## src/rtl/drc_pkg.sv

```systemverilog
package drc_pkg;
   localparam int TABLE_DEPTH = 128;
   localparam int SLOT_W      = $clog2(TABLE_DEPTH);
   localparam int COUNT_W     = SLOT_W + 1;
   localparam logic [31:0] RETIRE_BIAS = 32'd16;

   typedef enum logic [1:0] {
      ACT_ADD    = 2'd0,
      ACT_FINISH = 2'd1,
      ACT_DELETE = 2'd2,
      ACT_NONE   = 2'd3
   } drc_action_type;

   typedef enum logic [1:0] {
      ST_OK     = 2'd0,
      ST_EXISTS = 2'd1,
      ST_BUSY   = 2'd2,
      ST_FULL   = 2'd3
   } drc_status_type;

   typedef enum logic [1:0] {
      FSM_IDLE,
      FSM_MATCH,
      FSM_ENCODE,
      FSM_DECIDE
   } drc_fsm_type;

   typedef enum logic [1:0] {
      CSR_SOFT     = 2'd0,
      CSR_HARD     = 2'd1,
      CSR_CHECKSUM = 2'd2,
      CSR_ADDRESS  = 2'd3
   } drc_csr_type;

   // Values shared by every cell of the row.
   typedef struct packed {
      logic [47:0]       client_addr;
      logic [31:0]       xid;
      logic [63:0]       checksum_hi;
      logic [63:0]       checksum_lo;
      logic [31:0]       tag;
      logic              use_checksum;
      logic              use_address;
      logic [SLOT_W-1:0] ins_age;
      logic              age_dec;
      logic [SLOT_W-1:0] rem_age;
   } drc_bcast_type;

   // Per-cell strobes.
   typedef struct packed {
      logic insert;
      logic finish;
      logic remove;
   } drc_sel_type;

   // Per-cell status.
   typedef struct packed {
      logic              valid;
      logic              done;
      logic              hit;
      logic              oldest;
      logic [SLOT_W-1:0] age;
      logic [31:0]       tag;
   } drc_stat_type;

   // Lowest set bit of a vector.
   function automatic logic [SLOT_W-1:0] first_set(input logic [TABLE_DEPTH-1:0] v);
      logic [SLOT_W-1:0] idx;
      idx = '0;
      for (int i = TABLE_DEPTH - 1; i >= 0; i--) begin
         if (v[i]) idx = SLOT_W'(i);
      end
      return idx;
   endfunction
endpackage

```

## src/rtl/drc_cell.sv

```systemverilog
module drc_cell (
   input  logic                   clock,
   input  logic                   reset,
   input  drc_pkg::drc_bcast_type bcast,
   input  drc_pkg::drc_sel_type   sel,
   output drc_pkg::drc_stat_type  stat
);
   import drc_pkg::*;

   logic              valid_ff, valid_in;
   logic              done_ff, done_in;
   logic [SLOT_W-1:0] age_ff, age_in;
   logic [47:0]       addr_ff;
   logic [31:0]       xid_ff;
   logic [63:0]       chk_hi_ff;
   logic [63:0]       chk_lo_ff;
   logic [31:0]       tag_ff;
   logic              key_eq;

   // Key compare against the broadcast request.
   always_comb begin
      key_eq = (xid_ff == bcast.xid);
      if (bcast.use_address && addr_ff != bcast.client_addr) key_eq = 1'b0;
      if (bcast.use_checksum &&
          (chk_hi_ff != bcast.checksum_hi || chk_lo_ff != bcast.checksum_lo)) key_eq = 1'b0;
   end

   // Next state of the control bits; removal wins over finish.
   always_comb begin
      valid_in = valid_ff;
      done_in  = done_ff;
      age_in   = age_ff;
      if (bcast.age_dec && valid_ff && age_ff > bcast.rem_age) age_in = age_ff - 1'b1;
      if (sel.insert) begin
         valid_in = 1'b1;
         done_in  = 1'b0;
         age_in   = bcast.ins_age;
      end
      if (sel.finish) done_in = 1'b1;
      if (sel.remove) begin
         valid_in = 1'b0;
         done_in  = 1'b0;
      end
   end

   always_ff @(posedge clock) begin
      if (reset) begin
         valid_ff <= 1'b0;
         done_ff  <= 1'b0;
      end else begin
         valid_ff <= valid_in;
         done_ff  <= done_in;
      end
   end

   // Payload needs no reset.
   always_ff @(posedge clock) begin
      age_ff <= age_in;
      if (sel.insert) begin
         addr_ff   <= bcast.client_addr;
         xid_ff    <= bcast.xid;
         chk_hi_ff <= bcast.checksum_hi;
         chk_lo_ff <= bcast.checksum_lo;
      end
      if (sel.finish) tag_ff <= bcast.tag;
   end

   assign stat.valid  = valid_ff;
   assign stat.done   = done_ff;
   assign stat.hit    = valid_ff && key_eq;
   assign stat.oldest = valid_ff && (age_ff == '0);
   assign stat.age    = age_ff;
   assign stat.tag    = tag_ff;
endmodule

```

## config.mk

```make
export PLATFORM = sky130hd
export DESIGN_NAME = drc_cell
export DESIGN_NICKNAME = d
export VERILOG_FILES = /design/src/rtl/drc_pkg.sv /design/src/rtl/drc_cell.sv
export SDC_FILE = /design/constraint.sdc
export NUM_CORES = 1
export LEC_CHECK = 0
export BUFFER_PORTS_ARGS = -buffer_cell sky130_fd_sc_hd__buf_4
export CAP_MARGIN = 20
export CORE_UTILIZATION = 45
export CTS_CLUSTER_SIZE = 28
export DETAILED_ROUTE_END_ITERATION = 6
export PLACE_DENSITY = 0.71
export SLEW_MARGIN = 15
export SYNTH_ARGS = -nofsm -noshare
export SYNTH_HDL_FRONTEND = slang
export SYNTH_SLANG_ARGS = --single-unit
```

## constraint.sdc

```tcl
create_clock -name clock -period 2.6 [get_ports clock]
set_clock_uncertainty 0.2 [all_clocks]
set_input_delay 0.39 -clock clock [delete_from_list [all_inputs] [get_ports clock]]
set_output_delay 0.39 -clock clock [all_outputs]
set_load 0.02 [all_outputs]
```

==> results of run 1 <==
## per-stage QoR
| stage | area, sq um | setup TNS [ns] |
|---|---|---|
| after floorplan | 10100 | 0 |
| after global placement | 13000 | -0.401 |
| after detailed placement | 13000 | -0.364 |
## logic make-up after synthesis
logic type	Yosys count	synth area share [%]
buffers and inverters	15	0.631
XOR/XNOR	210	18.2
flip-flops	249	73.7
AO/OA/AOI/OAI	18	1.20
adder cells (fa/ha/maj)	8	0.990
AND/OR/NAND/NOR	91	5.27
==> summary.txt, run 1 <==
Outcome
  • Status: did not finish
  • Stopped at: clock tree synthesis (4_1_cts)
  • Err: [ERROR RSZ-0060] Max buffer count reached.

Floorplan
  • I/O pin total: 305
  • Die height: between 150 and 200 um
  • Chip width: 152 um
  • Initial Util: between 40% and 50%
  • Row cnt: 54

Logic synthesis
  • Largest area contributor in the netlist: edfxtp_1
  • FFs w/ async S/R, synth: 0%
  • Post-synth EDFFs: roughly 250
  • Synth top area cells: edfxtp_1 (73%), xor2_1 (13%), xnor2_1 (5.3%), nor4_1 (2.7%), nand4_1 (1.5%)
  • Unique cell type count in the Yosys netlist: 25
  • Syn Area/Cell: ~17 sq um
  • Synth top cells by count: edfxtp_1 (247), xor2_1 (149), xnor2_1 (61), nor4_1 (43), nand4_1 (24)
  • Top-area cell type share of the netlist area: between 70% and 80%
  • Most common cell in the synthesized netlist: edfxtp_1
  • Synthesized Nets: 861
  • Synthesis warning total: 0
  • #FFs+latches synth: ~250
  • Post-Syn Area: approximately 0.010 sq mm
  • Post-synthesis sequential area ratio: about 74%
  • Mapped Cells: 591
  • Post-synth top flop: edfxtp_1

Clock network
  • Postcts setup bufs: 0
  • Cts hold-fix bufs: 250
  • H-tree depth: 1
  • CTS Root Cell: clkbuf_16
  • CTS Sinks: approximately 250
  • CTS resizes: 7
  • CTS max path bufs: 3
  • Number of CTS-inserted buffers: 26

Place
  • RD Place Congestion: 0.764
  • Placed insts: 1200
  • Buffers on Ports: approximately 300
  • Detailed placement HPWL: 16600 um
  • Setup slack at placement: -0.364 ns
==> run 2, diff against run 1 <==
- CORE_UTILIZATION: 45 -> 30
- CTS_CLUSTER_SIZE: 28 -> default
- PLACE_DENSITY: 0.71 -> default
- PLACE_DENSITY_LB_ADDON: default -> 0.15
==> run 2 against run 1 <==
Effect of this change:
- the flow now finishes, with violations (negative setup slack)
- synthesized cell count stayed put
- synthesized area stayed put
==> summary.txt, run 2 <==
Outcome
  • Status: complete, but fails checks
  • Failing checks: negative setup slack

Hold path
  • Worst min-delay path class: in -> reg

Finish
  • Final instance area: ~0.017 sq mm
  • N_diodes: 0
  • Top Registers: chk_hi_ff: 64 flops, chk_lo_ff: 64 flops, addr_ff: 48 flops
  • Area Growth Syn to Fin: 64.6%
  • Commonest non-fill, non-tap cells in the layout: buf_4 (338), dlygate4sd3_1 (250), edfxtp_1 (247)
  • Finished Core Util: between 50 and 60%
  • Layout cell share with drive strength beyond 1: 31.4%
  • Final #Nets: approximately 1500
  • # fillers: ~2900
  • Most common cell after layout, fill and taps aside: buf_4
  • Final Non-Filler Cells: roughly 1700

Logic synthesis
  • #FFs+latches synth: 249
  • Largest family of logic cells by synthesized area: XOR/XNOR gates
  • Synth Area in Compound Gates: approximately 1.2%
  • Most common cell in the synthesized netlist: edfxtp_1
  • Synth Area in XOR/XNOR: 18.2%
  • Synth top cells by count: edfxtp_1 (247), xor2_1 (149), xnor2_1 (61), nor4_1 (43), nand4_1 (24)
  • FFs w/ async S/R, synth: 0%
  • Post-synthesis sequential area ratio: between 70% and 80%
  • Syn Area/Cell: about 17 sq um
  • Unique cell type count in the Yosys netlist: 25
  • Mux cell area share after synthesis: 0%
  • Synthesis warning total: 0
  • Synthesized Nets: around 860
  • Post-synth EDFFs: between 200 and 250
  • Simple-Gate Fraction of Synth Area: 5.27%
  • Synth Area in Adders: 0.990%
  • Top-area cell type share of the netlist area: about three quarters
  • Post-synth top flop: edfxtp_1
  • Largest area contributor in the netlist: edfxtp_1
  • Synth top area cells: edfxtp_1 (73%), xor2_1 (13%), xnor2_1 (5.3%), nor4_1 (2.7%), nand4_1 (1.5%)
  • Post-Syn Area: 0.0101 sq mm
  • Mapped Cells: around 600

Clock network
  • CTS Root Cell: clkbuf_16
  • Clock transition at path regs: about 0.06 ns
  • Clock Latency Late Sink: around 0.54 ns
  • Number of CTS-inserted buffers: 29
  • CTS tree: built
  • CTS max path bufs: 3
  • CTS Sinks: between 200 and 250
  • H-tree depth: 1

STA
  • Setup violations, final: 1
  • Max-slew violations: 0
  • Slew HR: between 70% and 80%
  • Worst-margin pin slew: between 0.4 and 0.5 ns
  • Setup TNS: -0.674 ns
  • Unrepaired setup endpoints after global routing: true
  • FMAX: roughly 310 MHz
  • Final WS setup: -0.674 ns
  • Minimum clock period: 3.27 ns
  • Tcrit/Tclk final: 126%
  • Final hold vios: 0

Route
  • Via/cell ratio: approximately 4.2
  • Post-route antenna net violation count: 0
  • DRC viols: 0
  • Routed wire length per instance: 15.3 um
  • Initial drt markers: around 240
  • Detailed Route WL: ~26000 um
  • Vias post-DR: 7032
  • Detailed Routing Iterations Pass 1: 4

Floorplan
  • Die area: about 0.034 sq mm
  • Initial Util: ~30%
  • Die height: ~190 um
  • I/O pin total: around 310
  • Core area: 0.0329 sq mm
  • Row cnt: 66
  • Chip width: 186 um

Setup path
  • Most used cell along the critical path: buf_4
  • Critical Path RT: approximately 2.0 ns
  • Crit-path cells: xor2_1 -> nor4_1 -> buf_4 -> nand4_1 -> nor4_2 -> buf_4 -> nand2_4 -> a221oi_2 -> buf_4
  • Largest fanout on the critical path: 1
  • Worst path max stage delay: about 0.38 ns
  • Arr. time, crit path: roughly 2.7 ns
  • Setup CP Type: reg -> out
  • Startpoint types: register
  • Critical Path End Type: primary output
  • Slowest-stage cell, CP: edfxtp_1

Place
  • Buffers on Ports: about 300
  • RD Place Congestion: about 0.70
  • Detailed placement HPWL: about 17000 um
  • Placed insts: around 1400
  • Post-placement cell area: between 0.01 and 0.015 sq mm
  • Setup slack at placement: -0.721 ns

Pwr
  • Static Leak: approximately 0.0066 uW
  • Peak VDD IR: between 0.0005 and 0.0006 V
  • PD cells: just under 600 mW/mm^2

Run
  • Total of max-cap violations: 0

Global routing
  • First-pass GRT wire length: about 39000 um
  • Pin count of the biggest net entering global routing: just under 60
  • Vias in the first global route: 7685
  • GR Overflow Total: 0
  • Initial antenna violation count: 0
  • Tot GR Track Use: roughly 15%
run 2: cell type report:
class                           count  area, sq um  share of cell area (%)
Clock buffer                       39          763                    4.59
Timing Repair Buffer              592         5100                    30.7
Multi-Input combinational cell    327         2670                    16.1
Inverter                           12         45.0                   0.271
Clock inverter                     12         48.8                   0.293
Tap cell                          442          553                    3.32
Sequential cell                   249         7460                    44.8
run 2: path summary, 6_finish.rpt:
path	to	cells after the start	startpoint	slack, ns
max	stat[40]	9	chk_lo_ff[43]	-0.67
min	tag_ff[4]	1	sel[1]	0.12
max reg2reg	age_ff[3]	8	age_ff[1]	0.26
min reg2reg	valid_ff	2	valid_ff	0.40
run 2: cell families after synthesis:
logic type | Yosys count
flops | 249
xor+xnor | 210
simple gates | 91
compound gates | 18
buf+inv | 15
fa+ha+maj | 8
run 2: per-stage QoR:
step | hold slack, ns | total power [uW]
after floorplan | 0.267 | 5390
after global placement | 0.306 | 6050
after detailed placement | 0.304 | 6070
after CTS | 0.0888 | 10000
after global routing | 0.105 | 10300
final | 0.119 | 9870
run 2: layer usage:
layer / GRT usage (%) / wire length (um) / part of all wire [%]
met4: 3.34 / 511 / 2.0
met1: 18.0 / 10700 / 42
met2: 23.7 / 11600 / 45
met3: 6.30 / 2780 / 11
met5: 0 / 0 / 0
run 2: critical path, delay by kind of cell (launching register included):
kind / cells / cell delay, ns
AND/OR/NAND/NOR: 4 / 0.84
flip-flops: 1 / 0.38
AO/OA/AOI/OAI: 1 / 0.25
buffers and inverters: 3 / 0.53
XOR/XNOR: 1 / 0.15
run 2: timing repair:
item	4_1_cts	5_1_grt
resized for setup	7	8
endpoints found under the hold margin	249	0
gates cloned	0	0
buffers inserted	0	5
endpoints found under the setup margin	2	2
pin swaps	4	5
hold buffers	250	0
run 2: report_power, final:
part	internal [uW]	switching (uW)
Combinational	838	535
Clock	2030	1560
Sequential	4780	134
No activity file was read; power rests on OpenSTA's default activity.
==> run 3, diff against run 2 <==
- REMOVE_ABC_BUFFERS: default -> 1
- SLEW_MARGIN: 15 -> 20
==> run 3 against run 2 <==
Effect of this change:
- the flow still finishes with violations (negative setup slack)
- final area is 0.46% higher
- non-clock buffer count shrank 7
- total power grew 2.3%
- register-to-register slack improved by 0.05 ns
- worst setup slack better by 0.042 ns
- die area is the same
- first-iteration DRC count fell by 12%
- global-route usage fell by 0.35 points
- combinational power about the same
- clock power is 6.1% higher
- sequential power about the same
==> summary.txt, run 3 (synthesis gave the netlist of run 2 again) <==
Outcome
  • Status: complete, but fails checks
  • Failing checks: negative setup slack

Clock network
  • CTS Sinks: 249
  • CTS Root Cell: clkbuf_16
  • CTS tree: built
  • Clock Latency Late Sink: between 0.5 and 0.6 ns
  • Clock transition at path regs: approximately 0.060 ns
  • CTS max path bufs: 3
  • Number of CTS-inserted buffers: 29
  • H-tree depth: 1

Route
  • Post-route antenna net violation count: 0
  • DRC viols: 0
  • Detailed Routing Iterations Pass 1: 4
  • Vias post-DR: 7074
  • Initial drt markers: 207
  • Routed wire length per instance: between 15 and 20 um
  • Detailed Route WL: around 25000 um
  • Via/cell ratio: roughly 4.2

STA
  • Final hold vios: 0
  • Minimum clock period: about 3.2 ns
  • Final WS setup: -0.632 ns
  • Max-slew violations: 0
  • Unrepaired setup endpoints after global routing: true
  • Worst hold margin: between 0.09 and 0.1 ns
  • Tcrit/Tclk final: 124%
  • Setup violations, final: 1
  • FMAX: 309 MHz
  • Slew HR: 71.8%
  • Worst-margin pin slew: approximately 0.42 ns

Setup path
  • R2R setup slack: roughly 0.31 ns
  • Slowest-stage cell, CP: nor4_4
  • Arr. time, crit path: roughly 2.6 ns
  • CP delay by family, top: simple AND/OR/NAND/NOR gates
  • R2R cell count: 8
  • Stages on the worst setup path: 8
  • Largest fanout on the critical path: 1
  • Worst Path Buf+Inv: 2
  • Worst path max stage delay: ~0.4 ns
  • Startpoint types: register
  • Most used cell along the critical path: buf_4
  • Critical Path RT: 2.01 ns
  • Critical Path End Type: primary output
  • Crit-path cells: xor2_1 -> nor4_1 -> buf_4 -> nand4_1 -> nor4_4 -> nand2_4 -> a221oi_2 -> buf_4
  • Setup CP Type: reg -> out

Finish
  • Reg area: 0.00746 sq mm
  • Top Registers: chk_hi_ff: 64 flops, chk_lo_ff: 64 flops, addr_ff: 48 flops
  • Commonest non-fill, non-tap cells in the layout: buf_4 (331), dlygate4sd3_1 (250), edfxtp_1 (247)
  • N_diodes: 0
  • Final Non-Filler Cells: 1669
  • Area Growth Syn to Fin: 65.3%
  • # fillers: 2925
  • Final #Nets: between 1000 and 1500
  • Finished Core Util: about half
  • Area of the multi-input gates: roughly 0.0027 sq mm
  • Layout cell share with drive strength beyond 1: 31.7%
  • Most common cell after layout, fill and taps aside: buf_4

Floorplan
  • I/O pin total: just over 300
  • Chip width: about 190 um
  • Die area: around 0.034 sq mm
  • Row cnt: 66
  • Die height: between 150 and 200 um
  • Initial Util: between 30% and 40%
  • Core area: around 0.033 sq mm

Global routing
  • Pin count of the biggest net entering global routing: 75
  • Vias in the first global route: 7684
  • Grt peak-use layer: met2
  • Met1 Use GR: 16.8%
  • First-pass GRT wire length: ~38000 um
  • Tot GR Track Use: 14.3%
  • Initial antenna violation count: 0
  • Met2 Use GR: about a quarter
  • Met3 GRT Util: 4.68%
  • GR Overflow Total: 0

Place
  • RD Place Congestion: roughly 0.72
  • Placed insts: 1361
  • Buffers on Ports: about 300
  • Detailed placement HPWL: 17100 um

Pwr
  • Peak VDD IR: around 0.00054 V
  • Static Leak: 0.00660 uW
  • PD cells: around 600 mW/mm^2

Hold path
  • Worst min-delay path class: in -> reg
  • Hold depth: 1

Run
  • Total of max-cap violations: 0
run 3: area by class of cell:
cell class                 instances  share of cell area [%]
sequential                       249                    44.6
timing repair buffer             585                    30.3
multi-input combinational        327                    16.3
clock buffer                      37                    4.52
tap                              442                    3.31
clock inverter                    17                   0.763
inverter                          12                   0.269
run 3: worst paths after layout:
kind | end | startpoint
hold / removal | tag_ff[16] | sel[1]
setup / recovery | stat[40] | chk_hi_ff[16]
setup reg to reg | age_ff[2] | age_ff[1]
hold reg to reg | valid_ff | valid_ff
run 3: layer usage:
layer | up-vias | wire length (um) | share of wire, %
met2 | 234 | 12000 | 47
met4 | 0 | 669 | 2.7
met3 | 38 | 2210 | 8.8
met1 | 3349 | 10400 | 41
li1 | 3453 | - | -
met5 | - | 0 | 0
run 3: power breakdown:
part           leakage (uW)  internal, uW  switching (uW)
combinational       0.00373           835             538
clock              0.000433          2230            1570
sequential          0.00244          4780             137
total               0.00660          7850            2250
run 3: worst reg2reg max path: stages (launching register included):
cell and delay, ns:
edfxtp_1 0.41, buf_4 0.16, ha_1 0.28, nor2b_1 0.14, o21a_1 0.15, o21ai_0 0.15
nand2_1 0.07, o2111ai_1 0.18, nand2_1 0.24
run 3: repair_timing:
action | in CTS | in global routing
hold buffers | 250 | 0
buffers inserted | 1 | 3
endpoints found under the setup margin | 2 | 2
endpoints found under the hold margin | 249 | 0
pin swaps | 4 | 4
gates resized for setup | 10 | 11
run 3: stage by stage:
step	setup WS, ns	power (uW)	area, sq um	setup TNS [ns]
3_3_place_gp	-0.661	6040	13200	-0.661
4_1_cts	-0.763	10200	16600	-0.763
6_report	-0.632	10100	16700	-0.632
3_5_place_dp	-0.654	6060	13200	-0.654
5_1_grt	-0.799	10500	16700	-0.799
2_1_floorplan	0.310	5390	10100	0
